### src/rtl/tcc_pkg.sv
// Shared types, constants and helpers for the text console cursor and scroll core.
`default_nettype none
package tcc_pkg;

	localparam int COLUMNS    = 80;
	localparam int ROWS       = 25;
	localparam int TAB_STOP   = 8;
	localparam int CELL_COUNT = COLUMNS * ROWS;

	localparam int COL_W  = 7;
	localparam int ROW_W  = 5;
	localparam int CELL_W = 11;
	localparam int DATA_W = 16;

	localparam logic [7:0] CODE_BS    = 8'h08;
	localparam logic [7:0] CODE_TAB   = 8'h09;
	localparam logic [7:0] CODE_LF    = 8'h0A;
	localparam logic [7:0] CODE_CR    = 8'h0D;
	localparam logic [7:0] CODE_SPACE = 8'h20;
	localparam logic [7:0] RESET_ATTR = 8'h0F;

	localparam logic [1:0] FN_PUT   = 2'd0;
	localparam logic [1:0] FN_CLEAR = 2'd1;
	localparam logic [1:0] FN_READ  = 2'd2;

	localparam logic [1:0] WS_CHAR  = 2'd0;
	localparam logic [1:0] WS_BLANK = 2'd1;
	localparam logic [1:0] WS_RESET = 2'd2;
	localparam logic [1:0] WS_MOVE  = 2'd3;

	localparam logic RS_ADDR   = 1'b0;
	localparam logic RS_SCROLL = 1'b1;

	typedef struct packed {
		logic [1:0]  func;
		logic [7:0]  char_code;
		logic [10:0] cell_address;
	} in_item_t;

	typedef struct packed {
		logic [6:0]  cursor_column;
		logic [4:0]  cursor_line;
		logic [10:0] cursor_index;
		logic [15:0] cell_value;
	} out_item_t;

	typedef struct packed {
		logic       load_op;
		logic       exec_put;
		logic       home;
		logic       ptr_inc;
		logic       mem_we;
		logic [1:0] wsel;
		logic       rsel;
		logic       cap_val;
		logic       load_out;
	} cmd_t;

	typedef struct packed {
		logic [1:0] func;
		logic       printable;
		logic       scroll_need;
		logic       ptr_last;
		logic       ptr_scr_last;
		logic       out_busy;
	} stat_t;

	function automatic logic [CELL_W-1:0] cell_index(
		input logic [ROW_W-1:0] row,
		input logic [COL_W-1:0] col
	);
		logic [CELL_W-1:0] base;
		base = CELL_W'(row) * CELL_W'(COLUMNS);
		return base + CELL_W'(col);
	endfunction

endpackage
`default_nettype wire

### src/rtl/tcc_ctrl.sv
// Controller state machine: sequences put, clear, scroll, read and the reset clearing pass.
`default_nettype none
module tcc_ctrl (
	input  wire           clk,
	input  wire           arst_n,
	input  wire           in_valid,
	output logic          in_stall,
	input  wire tcc_pkg::stat_t stat,
	output tcc_pkg::cmd_t  cmd
);
	import tcc_pkg::*;

	localparam logic [2:0] ST_INIT   = 3'd0;
	localparam logic [2:0] ST_IDLE   = 3'd1;
	localparam logic [2:0] ST_EXEC   = 3'd2;
	localparam logic [2:0] ST_FILL   = 3'd3;
	localparam logic [2:0] ST_SCR_RD = 3'd4;
	localparam logic [2:0] ST_SCR_WR = 3'd5;
	localparam logic [2:0] ST_RDW    = 3'd6;
	localparam logic [2:0] ST_FIN    = 3'd7;

	logic [2:0] state_q;
	logic [2:0] state_d;

	always_comb begin
		cmd      = '0;
		state_d  = state_q;
		in_stall = 1'b1;
		unique case (state_q)
			ST_INIT: begin
				cmd.mem_we  = 1'b1;
				cmd.wsel    = WS_RESET;
				cmd.ptr_inc = 1'b1;
				if (stat.ptr_last) begin
					state_d = ST_IDLE;
				end
			end
			ST_IDLE: begin
				in_stall = 1'b0;
				if (in_valid) begin
					cmd.load_op = 1'b1;
					state_d     = ST_EXEC;
				end
			end
			ST_EXEC: begin
				case (stat.func)
					FN_PUT: begin
						cmd.exec_put = 1'b1;
						cmd.mem_we   = stat.printable;
						cmd.wsel     = WS_CHAR;
						state_d      = stat.scroll_need ? ST_SCR_RD : ST_FIN;
					end
					FN_CLEAR: begin
						cmd.home = 1'b1;
						state_d  = ST_FILL;
					end
					FN_READ: begin
						cmd.rsel = RS_ADDR;
						state_d  = ST_RDW;
					end
					default: begin
						state_d = ST_FIN;
					end
				endcase
			end
			ST_FILL: begin
				cmd.mem_we  = 1'b1;
				cmd.wsel    = WS_BLANK;
				cmd.ptr_inc = 1'b1;
				if (stat.ptr_last) begin
					state_d = ST_FIN;
				end
			end
			ST_SCR_RD: begin
				cmd.rsel = RS_SCROLL;
				state_d  = ST_SCR_WR;
			end
			ST_SCR_WR: begin
				cmd.mem_we  = 1'b1;
				cmd.wsel    = WS_MOVE;
				cmd.ptr_inc = 1'b1;
				state_d     = stat.ptr_scr_last ? ST_FILL : ST_SCR_RD;
			end
			ST_RDW: begin
				cmd.cap_val = 1'b1;
				state_d     = ST_FIN;
			end
			ST_FIN: begin
				if (!stat.out_busy) begin
					cmd.load_out = 1'b1;
					state_d      = ST_IDLE;
				end
			end
			default: begin
				state_d = ST_INIT;
			end
		endcase
	end

	always_ff @(posedge clk or negedge arst_n) begin
		if (!arst_n) begin
			state_q <= ST_INIT;
		end else begin
			state_q <= state_d;
		end
	end
endmodule
`default_nettype wire

### config.mk
export PLATFORM = sky130hd
export DESIGN_NAME = tcc_ctrl
export DESIGN_NICKNAME = d
export VERILOG_FILES = /design/src/rtl/tcc_pkg.sv /design/src/rtl/tcc_ctrl.sv
export SDC_FILE = /design/constraint.sdc
export NUM_CORES = 1
export LEC_CHECK = 0
export BUFFER_PORTS_ARGS = -buffer_cell sky130_fd_sc_hd__buf_2
export CAP_MARGIN = 40
export CORE_MARGIN = 8
export CORE_UTILIZATION = 30
export CTS_BUF_LIST = sky130_fd_sc_hd__clkbuf_8
export CTS_CLUSTER_DIAMETER = 60
export DETAILED_ROUTE_END_ITERATION = 12
export SLEW_MARGIN = 20
export SYNTH_ARGS = -nofsm -noshare
export SYNTH_HDL_FRONTEND = slang
export SYNTH_SLANG_ARGS = --single-unit
### constraint.sdc
create_clock -name clk -period 1.6 [get_ports clk]
set_input_delay 0 -clock clk [delete_from_list [all_inputs] [get_ports clk]]
set_output_delay 0 -clock clk [all_outputs]
set_load 0.02 [all_outputs]
==> results of run 1 <==
[power by group]
| group | internal [mW] | total, mW | switching, mW |
|---|---|---|---|
| sequential | 0.114 | 0.194 | 0.0798 |
| combinational | 0.313 | 0.732 | 0.419 |
| clock | 0.163 | 0.214 | 0.0506 |
| total | 0.591 | 1.14 | 0.550 |
[stage by stage]
stage          util [%]  area (um^2)  std cells  hold WS, ps  power (mW)
2_1_floorplan         -          389         50         -296       0.727
3_3_place_gp       40.4          505         84         -200       0.933
3_5_place_dp       40.4          505         84         -204       0.937
4_1_cts            44.8          561         89          102        1.16
5_1_grt            44.8          561         89          117        1.23
6_report           44.8          561         89          104        1.14
[metal layers]
layer  wire length (um)  global-route usage, %  part of all wire (%)
met5                  0                      0                     0
met2                617                   14.8                    58
met4                  0                   3.98                     0
met3                 40                   2.28                   3.8
met1                404                   6.98                    38
[how the worst max path moves through the flow]
stage / start / to / slack, ps / cells past startpoint
3_5_place_dp: state_q[2]$_DFFE_PN0P_ / state_q[1]$_DFFE_PN0P_ / 270 / 4
4_1_cts: state_q[2]$_DFFE_PN0P_ / cmd[5] / 90 / 6
5_1_grt: state_q[2]$_DFFE_PN0P_ / cmd[5] / 20 / 6
6_report: state_q[2]$_DFFE_PN0P_ / cmd[5] / 90 / 6
3_3_place_gp: state_q[2]$_DFFE_PN0P_ / state_q[1]$_DFFE_PN0P_ / 310 / 4
2_1_floorplan: state_q[0]$_DFFE_PN0P_ / cmd[5] / 100 / 4
[kinds of logic after synthesis]
logic type,synth area share [%]
xor+xnor,2.25
mux,2.57
fa+ha+maj,12.9
flops,19.3
buf+inv,7.40
simple gates,29.3
compound gates,26.4
[synth_stat cells]
| master | number |
|---|---|
| o21ai_0 | 1 |
| nand2b_1 | 1 |
| a211o_1 | 1 |
| o22ai_1 | 1 |
| dfrtp_1 | 3 |
| a21boi_0 | 1 |
| o22ai_2 | 1 |
| and2_1 | 1 |
| and3_1 | 4 |
| a22oi_1 | 1 |
| nand3_1 | 1 |
| or2_1 | 1 |
| buf_2 | 2 |
| a21o_1 | 2 |
| inv_1 | 3 |
| a21oi_1 | 4 |
| o21ai_1 | 1 |
| buf_4 | 1 |
| mux2i_1 | 1 |
| nor2b_1 | 3 |
| nor3b_1 | 2 |
| nand2_1 | 4 |
| nor2_1 | 2 |
| and3b_1 | 1 |
| xor2_1 | 1 |
| a211oi_1 | 1 |
| o21bai_1 | 1 |
| ha_1 | 4 |
[worst reg2reg max path, cell delays in order, from the launching register on]
cell and delay [ps]:
dfrtp_1 450, or2_1 260, a211o_1 250, o22ai_1 150, o21ai_1 90
[layout make-up]
class / instances / area (um^2)
Fill cell: 127 / 692
Multi-Input combinational cell: 41 / 285
Timing Repair Buffer: 23 / 125
Sequential cell: 3 / 75.1
Clock buffer: 3 / 41.3
Tap cell: 15 / 18.8
Inverter: 3 / 11.3
Clock inverter: 1 / 3.75
[what timing repair did]
item | in CTS | in global routing
setup endpoints to repair | 0 | 0
hold buffers | 1 | 0
hold endpoints to repair | 3 | 0
==> impl_metrics.tcl, run 1 <==
set metrics [dict create \
    start_kind "flip-flop" \
    ctsLongestPathBuffers 2 \
    die_x_um 52.0 \
    synth_area_leaders "dfrtp_1, ha_1, and3_1" \
    first_global_vias 415 \
    rows 13 \
    whs_endpoint "state_q[1]$_DFFE_PN0P_" \
    avgSynthCellArea_um2 7.78 \
    io_pins 21 \
    worst_pin_slew_ps 422 \
    die_y_um 52.0 \
    drc 0 \
    top_register "state_q" \
    yosysSeqAreaShare_pct 19.3 \
    antenna_cells 0 \
    reg2reg_setup_slack_ps 280 \
    reg2reg_depth 4 \
    num-nets-final 89 \
    root_buffer "clkbuf_8" \
    layout_commonest_cell "buf_2" \
    critPathCaptureType "output port" \
    worstHoldStart "stat[0]" \
    cts_resized 0 \
    antenna_left 0 \
    max-vdd-ir-drop_v 0.000956 \
    synthesis.area_um2 389 \
    detail_route.vias_per_cell 4.67 \
    die_area_um2 2710 \
    fin_crit_ps 1510 \
    cp_slowest_stage_delay_ps 450 \
    start_util_pct 31.1 \
    reg_top3 "state_q (3)" \
    worst_slack_ps 93.8 \
    cts_tree "done" \
    hold_viol_final 0 \
    cts_sinks 3 \
    crit_arrival_ps 1510 \
    maxCapViolCount 0 \
    crit_slowest_cell "dfrtp_1" \
    fin_skew_ps 2.27 \
    post_cts_buffers 0 \
    synth_top_area_cell "dfrtp_1" \
    drive_above_1_share_pct 35.1 \
    min_period_over_period_pct 94.1 \
    cts_buffers 3 \
    p_leak_nw 0.325 \
    port_buffers 20 \
    yosysWarnings 0 \
    grt_overflow 0 \
    crit_family "flip-flops" \
    synth_seq_cells 3 \
    routed_wirelength_um 1060 \
    syn-instance-count 50 \
    slew_headroom_pct 71.8 \
    crit_chain "buf_4 -> nand2_1 -> a21oi_1 -> a21o_1 -> a21o_1 -> buf_2" \
    rr_startpoint "state_q[2]$_DFFE_PN0P_" \
    worstHoldPathType "input pin to flip-flop" \
    crit_type "flip-flop to output port" \
    hold_path_depth 3 \
    crit_fanout 9 \
    wl_per_cell_um 11.9 \
    largest_register_ffs 3 \
    gp_congestion 0.844 \
    crit_buf_inv 2 \
    area_growth_pct 44.1 \
    required_ps 1600 \
    core_um2 1250 \
    synth_cell_types 28 \
    status "finished, final reports clean" \
    hpwl_um 834 \
    drv_slew 0 \
    grt_antenna_before_repair 0 \
    clock_latency_ps 220 \
    grt_max_degree 17 \
    drtPass1Iterations 4 \
    synth_top_area_share_pct 19.3 \
    r2r_end "state_q[1]$_DFFE_PN0P_" \
    setup_viol 0 \
    synth_nets 64 \
    routed-via-count 416 \
    crit_top_cell "a21o_1" \
    max_freq_ghz 0.664 \
    grt_util_all_layers_pct 7.70 \
    clk_pin_slew_ps 30 \
    drtIter0Drc 7 \
    h-tree-depth 1 \
    grt_first_pass_wirelength_um 1650 \
    setup_tns_ps 0 \
    pre_cts_slack_ps 271 \
    rsz0062_at_grt "false" \
    powerDensity_nw_per_um2 2030 \
]
Note: power is estimated with default switching activity, not from simulation.
==> run 2, diff against run 1 <==
==> constraint.sdc (replaced) <==
create_clock -name clk -period 1.6 [get_ports clk]
set_input_delay 0.16 -clock clk [delete_from_list [all_inputs] [get_ports clk]]
set_output_delay 0.16 -clock clk [all_outputs]
set_load 0.02 [all_outputs]
==> impl_metrics.tcl, run 2 (synthesized netlist as in run 1, its figures left out) <==
set metrics [dict create \
    status "finished, final reports clean" \
    fin_skew_ps 4.39 \
    reg2reg_setup_slack_ps 270 \
    routed_wirelength_um 1060 \
    mostFrequentLayoutCells "buf_2, inv_1, nand2_1, ha_1, buf_4" \
    grt_antenna_before_repair 0 \
    r2r_end "state_q[0]$_DFFE_PN0P_" \
    worstHoldStart "stat[0]" \
    crit_arrival_ps 1360 \
    maxCapViolCount 0 \
    reg2reg_depth 4 \
    drc 0 \
    routed-via-count 443 \
    min_period_over_period_pct 95.0 \
    worstHoldPathType "input pin to flip-flop" \
    start_kind "flip-flop" \
    max-vdd-ir-drop_v 0.000973 \
    crit_fanout 8 \
    layout_commonest_cell "buf_2" \
    port_buffers 20 \
    die_area_um2 2710 \
    ctsLongestPathBuffers 2 \
    area_growth_pct 54.7 \
    setup_tns_ps 0 \
    clk_pin_slew_ps 30 \
    cts_tree "done" \
    max_freq_ghz 0.658 \
    grt_util_all_layers_pct 7.68 \
    worst_pin_slew_ps 448 \
    gp_congestion 0.753 \
    rows 13 \
    drtIter0Drc 9 \
    grt_first_pass_wirelength_um 1640 \
    largest_register_ffs 3 \
    powerDensity_nw_per_um2 2080 \
    total_power_mw 1.25 \
    die_y_um 52.0 \
    clock_latency_ps 220 \
    detail_route.vias_per_cell 4.87 \
    start_util_pct 31.1 \
    hold_viol_final 0 \
    slew_headroom_pct 70.1 \
    io_pins 21 \
    crit_type "flip-flop to output port" \
    setup_viol 0 \
    hold_path_depth 3 \
    rsz0062_at_grt "true" \
    core_um2 1250 \
    critPathCaptureType "output port" \
    antenna_cells 0 \
    root_buffer "clkbuf_8" \
    drive_above_1_share_pct 43.4 \
    fin_util_pct 48.1 \
    cts_sinks 3 \
    required_ps 1440 \
    fin_crit_ps 1520 \
    drv_slew 0 \
    top_register "state_q" \
    hold_slack_ps 240 \
    first_global_vias 382 \
    num-nets-final 91 \
    cts_buffers 3 \
    rr_startpoint "state_q[2]$_DFFE_PN0P_" \
    die_x_um 52.0 \
    drtPass1Iterations 4 \
    wl_per_cell_um 11.7 \
    p_leak_nw 0.335 \
    hpwl_um 840 \
    reg_top3 "state_q (3)" \
    h-tree-depth 1 \
    whs_endpoint "state_q[1]$_DFFE_PN0P_" \
    grt_max_degree 16 \
    antenna_left 0 \
    grt_overflow 0 \
]
-- run 2: cell types whose count changed in the layout (fill, tap and decap cells not counted), sizes merged --
cell  previous run  this run
buf             22        24
-- run 2: critical path, stage by stage (launching register included) --
cell and delay [ps]:
dfrtp_2 440, or2_4 250, a21oi_2 130, a21o_1 110, a21o_1 100, buf_6 110
-- run 2: how the worst max path moves through the flow --
stage | startpoint | to | slack [ps] | cells past startpoint
finish | state_q[2]$_DFFE_PN0P_ | cmd[5] | 80 | 5
CTS | state_q[2]$_DFFE_PN0P_ | cmd[5] | 10 | 5
floorplan | state_q[0]$_DFFE_PN0P_ | cmd[5] | 60 | 4
detailed placement | state_q[2]$_DFFE_PN0P_ | state_q[0]$_DFFE_PN0P_ | 230 | 4
global placement | state_q[2]$_DFFE_PN0P_ | state_q[0]$_DFFE_PN0P_ | 190 | 4
global route | state_q[0]$_DFFE_PN0P_ | cmd[5] | 0.04 | 5
-- run 2: cell type report --
type	instances	area, um^2
timing repair buffer	25	146
clock buffer	3	41.3
tap	15	18.8
multi-input combinational	41	304
fill	131	651
inverter	3	11.3
sequential	3	76.3
clock inverter	1	3.75
-- run 2: per-stage QoR --
stage	setup WS, ps	area [um^2]	std cells
floorplan	56.6	393	50
global placement	193	517	85
detailed placement	229	517	85
CTS	11.9	572	90
global route	0.0442	602	91
finish	79.5	602	91
-- run 2: where the power goes --
| part | switching (mW) | internal [mW] | leakage [nW] |
|---|---|---|---|
| Clock | 0.0507 | 0.163 | 0.0269 |
| Combinational | 0.445 | 0.383 | 0.276 |
| Sequential | 0.0916 | 0.117 | 0.0327 |
-- run 2: repair_timing --
action | 4_1_cts | 5_1_grt
endpoints found under the hold margin | 3 | 0
endpoints found under the setup margin | 0 | 1
setup buffers | 0 | 1
hold buffers | 1 | 0
resized for setup | 0 | 7
-- run 2: metal layers --
layer	up-vias	routed length [um]	GRT usage, %
li1	227	-	-
met1	204	436	9.05
met2	12	545	12.0
met3	0	79	3.42
met4	0	0	2.65
met5	-	0	0
==> run 3, diff against run 2 <==
--- a/config.mk
+++ b/config.mk
@@ -7,11 +7,11 @@
 export LEC_CHECK = 0
 export BUFFER_PORTS_ARGS = -buffer_cell sky130_fd_sc_hd__buf_2
 export CAP_MARGIN = 40
-export CORE_MARGIN = 8
-export CORE_UTILIZATION = 30
+export CORE_AREA = 2 2 39 41
 export CTS_BUF_LIST = sky130_fd_sc_hd__clkbuf_8
 export CTS_CLUSTER_DIAMETER = 60
 export DETAILED_ROUTE_END_ITERATION = 12
+export DIE_AREA = 0 0 41 43
 export SLEW_MARGIN = 20
 export SYNTH_ARGS = -nofsm -noshare
 export SYNTH_HDL_FRONTEND = slang
==> impl_metrics.tcl, run 3 (synthesized netlist as in run 1, its figures left out) <==
set metrics [dict create \
    start_kind "flip-flop" \
    core_um2 1380 \
    intPower_mw 0.637 \
    layout_commonest_cell "buf_2" \
    die_x_um 41 \
    fin_skew_ps 2.28 \
    max-vdd-ir-drop_v 0.000746 \
    worst_slack_ps 97.0 \
    crit_arrival_ps 1340 \
    detail_route.vias_per_cell 4.88 \
    p_switching_mw 0.560 \
    port_buffers 20 \
    clock_latency_ps 210 \
    rsz0062_at_grt "true" \
    largest_register_ffs 3 \
    gp_congestion 0.770 \
    antenna_left 0 \
    start_util_pct 28.1 \
    crit_fanout 4 \
    ctsLongestPathBuffers 2 \
    routed_wirelength_um 952 \
    hold_slack_ps 246 \
    worstHoldPathType "input pin to flip-flop" \
    die_y_um 43 \
    grt_util_all_layers_pct 13.3 \
    setup_viol 0 \
    grt_first_pass_wirelength_um 1600 \
    p_leak_nw 0.331 \
    drtIter0Drc 3 \
    clk_pin_slew_ps 30 \
    top_register "state_q" \
    hold_viol_final 0 \
    h-tree-depth 1 \
    crit_type "flip-flop to output port" \
    p_comb_share_pct 66.6 \
    critPathCaptureType "output port" \
    rows 14 \
    status "finished, final reports clean" \
    num-nets-final 90 \
    antenna_cells 0 \
    fin_util_pct 42.1 \
    mostFrequentLayoutCells "buf_2, inv_1, nand2_1, and3_1, ha_1" \
    grt_overflow 0 \
    first_global_vias 400 \
    cts_sinks 3 \
    drv_slew 0 \
    area_growth_pct 49.8 \
    p_seq_share_pct 16.0 \
    fin_crit_ps 1500 \
    pre_cts_slack_ps 255 \
    wl_per_cell_um 10.5 \
    routed-via-count 444 \
    switching_share_pct 46.8 \
    grt_max_degree 16 \
    cts_buffers 3 \
    drc 0 \
    clkPwrFrac_pct 17.4 \
    die_area_um2 1760 \
    max_freq_ghz 0.665 \
    root_buffer "clkbuf_8" \
    maxCapViolCount 0 \
    drive_above_1_share_pct 40.0 \
    reg_top3 "state_q (3)" \
    setup_tns_ps 0 \
    cts_tree "done" \
    total_power_mw 1.20 \
    worst_pin_slew_ps 248 \
    io_pins 21 \
    required_ps 1440 \
    min_period_over_period_pct 93.9 \
    drtPass1Iterations 4 \
    slew_headroom_pct 83.5 \
    grt_antenna_before_repair 0 \
    powerDensity_nw_per_um2 2050 \
]
==> run 3: cell count changes in the layout (fill, tap and decap cells not counted) <==
cell | previous run | this run
nor2_2 | 0 | 1
and3_1 | 3 | 4
and3_4 | 1 | 0
buf_4 | 4 | 3
or2_1 | 0 | 1
nor2_4 | 1 | 0
or2_4 | 1 | 0
==> run 3: worst max-delay path, cell delays in order (launching register included) <==
cell and delay (ps):
dfrtp_1 390, or2_1 260, a21oi_2 150, a21o_1 110
a21o_1 100, buf_6 110
==> run 3: power groups by stage <==
| stage | clock network [mW] | logic (mW) | registers [mW] |
|---|---|---|---|
| floorplan | 0 | 0.582 | 0.156 |
| global placement | 0 | 0.750 | 0.187 |
| detailed placement | 0 | 0.753 | 0.192 |
| CTS | 0.214 | 0.758 | 0.191 |
| global route | 0.222 | 0.885 | 0.208 |
| finish | 0.208 | 0.797 | 0.191 |
==> run 3: cell type report <==
class,count,area (um^2)
inverter,3,11.3
clock inverter,1,3.75
clock buffer,3,41.3
timing repair buffer,24,139
multi-input combinational,41,292
fill,158,801
tap,16,20.0
sequential,3,76.3
==> run 3: stage by stage <==
stage,instance area [um^2],instances
final,583,91
after global routing,583,91
after CTS,566,90
after detailed placement,510,85
after global placement,510,85
after floorplan,393,50
==> run 3: metal layers <==
metal	global-route usage (%)	up-vias	part of all wire [%]
met5	0	-	0
met4	6.00	0	0
met3	4.71	0	9.1
met2	20.3	16	49
met1	16.0	201	42
li1	-	227	-
==> run 3: final timing paths <==
kind / startpoint / end / slack (ps) / cells past startpoint
setup reg to reg: state_q[2]$_DFFE_PN0P_ / state_q[0]$_DFFE_PN0P_ / 250 / 5
setup / recovery: state_q[2]$_DFFE_PN0P_ / cmd[5] / 100 / 5
hold / removal: stat[0] / state_q[1]$_DFFE_PN0P_ / 250 / 3
hold reg to reg: state_q[1]$_DFFE_PN0P_ / state_q[1]$_DFFE_PN0P_ / 710 / 2
max in group asynchronous: arst_n / state_q[1]$_DFFE_PN0P_ / 1210 / 2
min in group asynchronous: arst_n / state_q[2]$_DFFE_PN0P_ / 280 / 2
==> run 3: repair_timing <==
item / CTS / global route
hold endpoints to repair: 3 / 0
setup endpoints to repair: 0 / 2
buffers inserted: 0 / 1
hold buffers: 1 / 0
gates resized for setup: 0 / 4
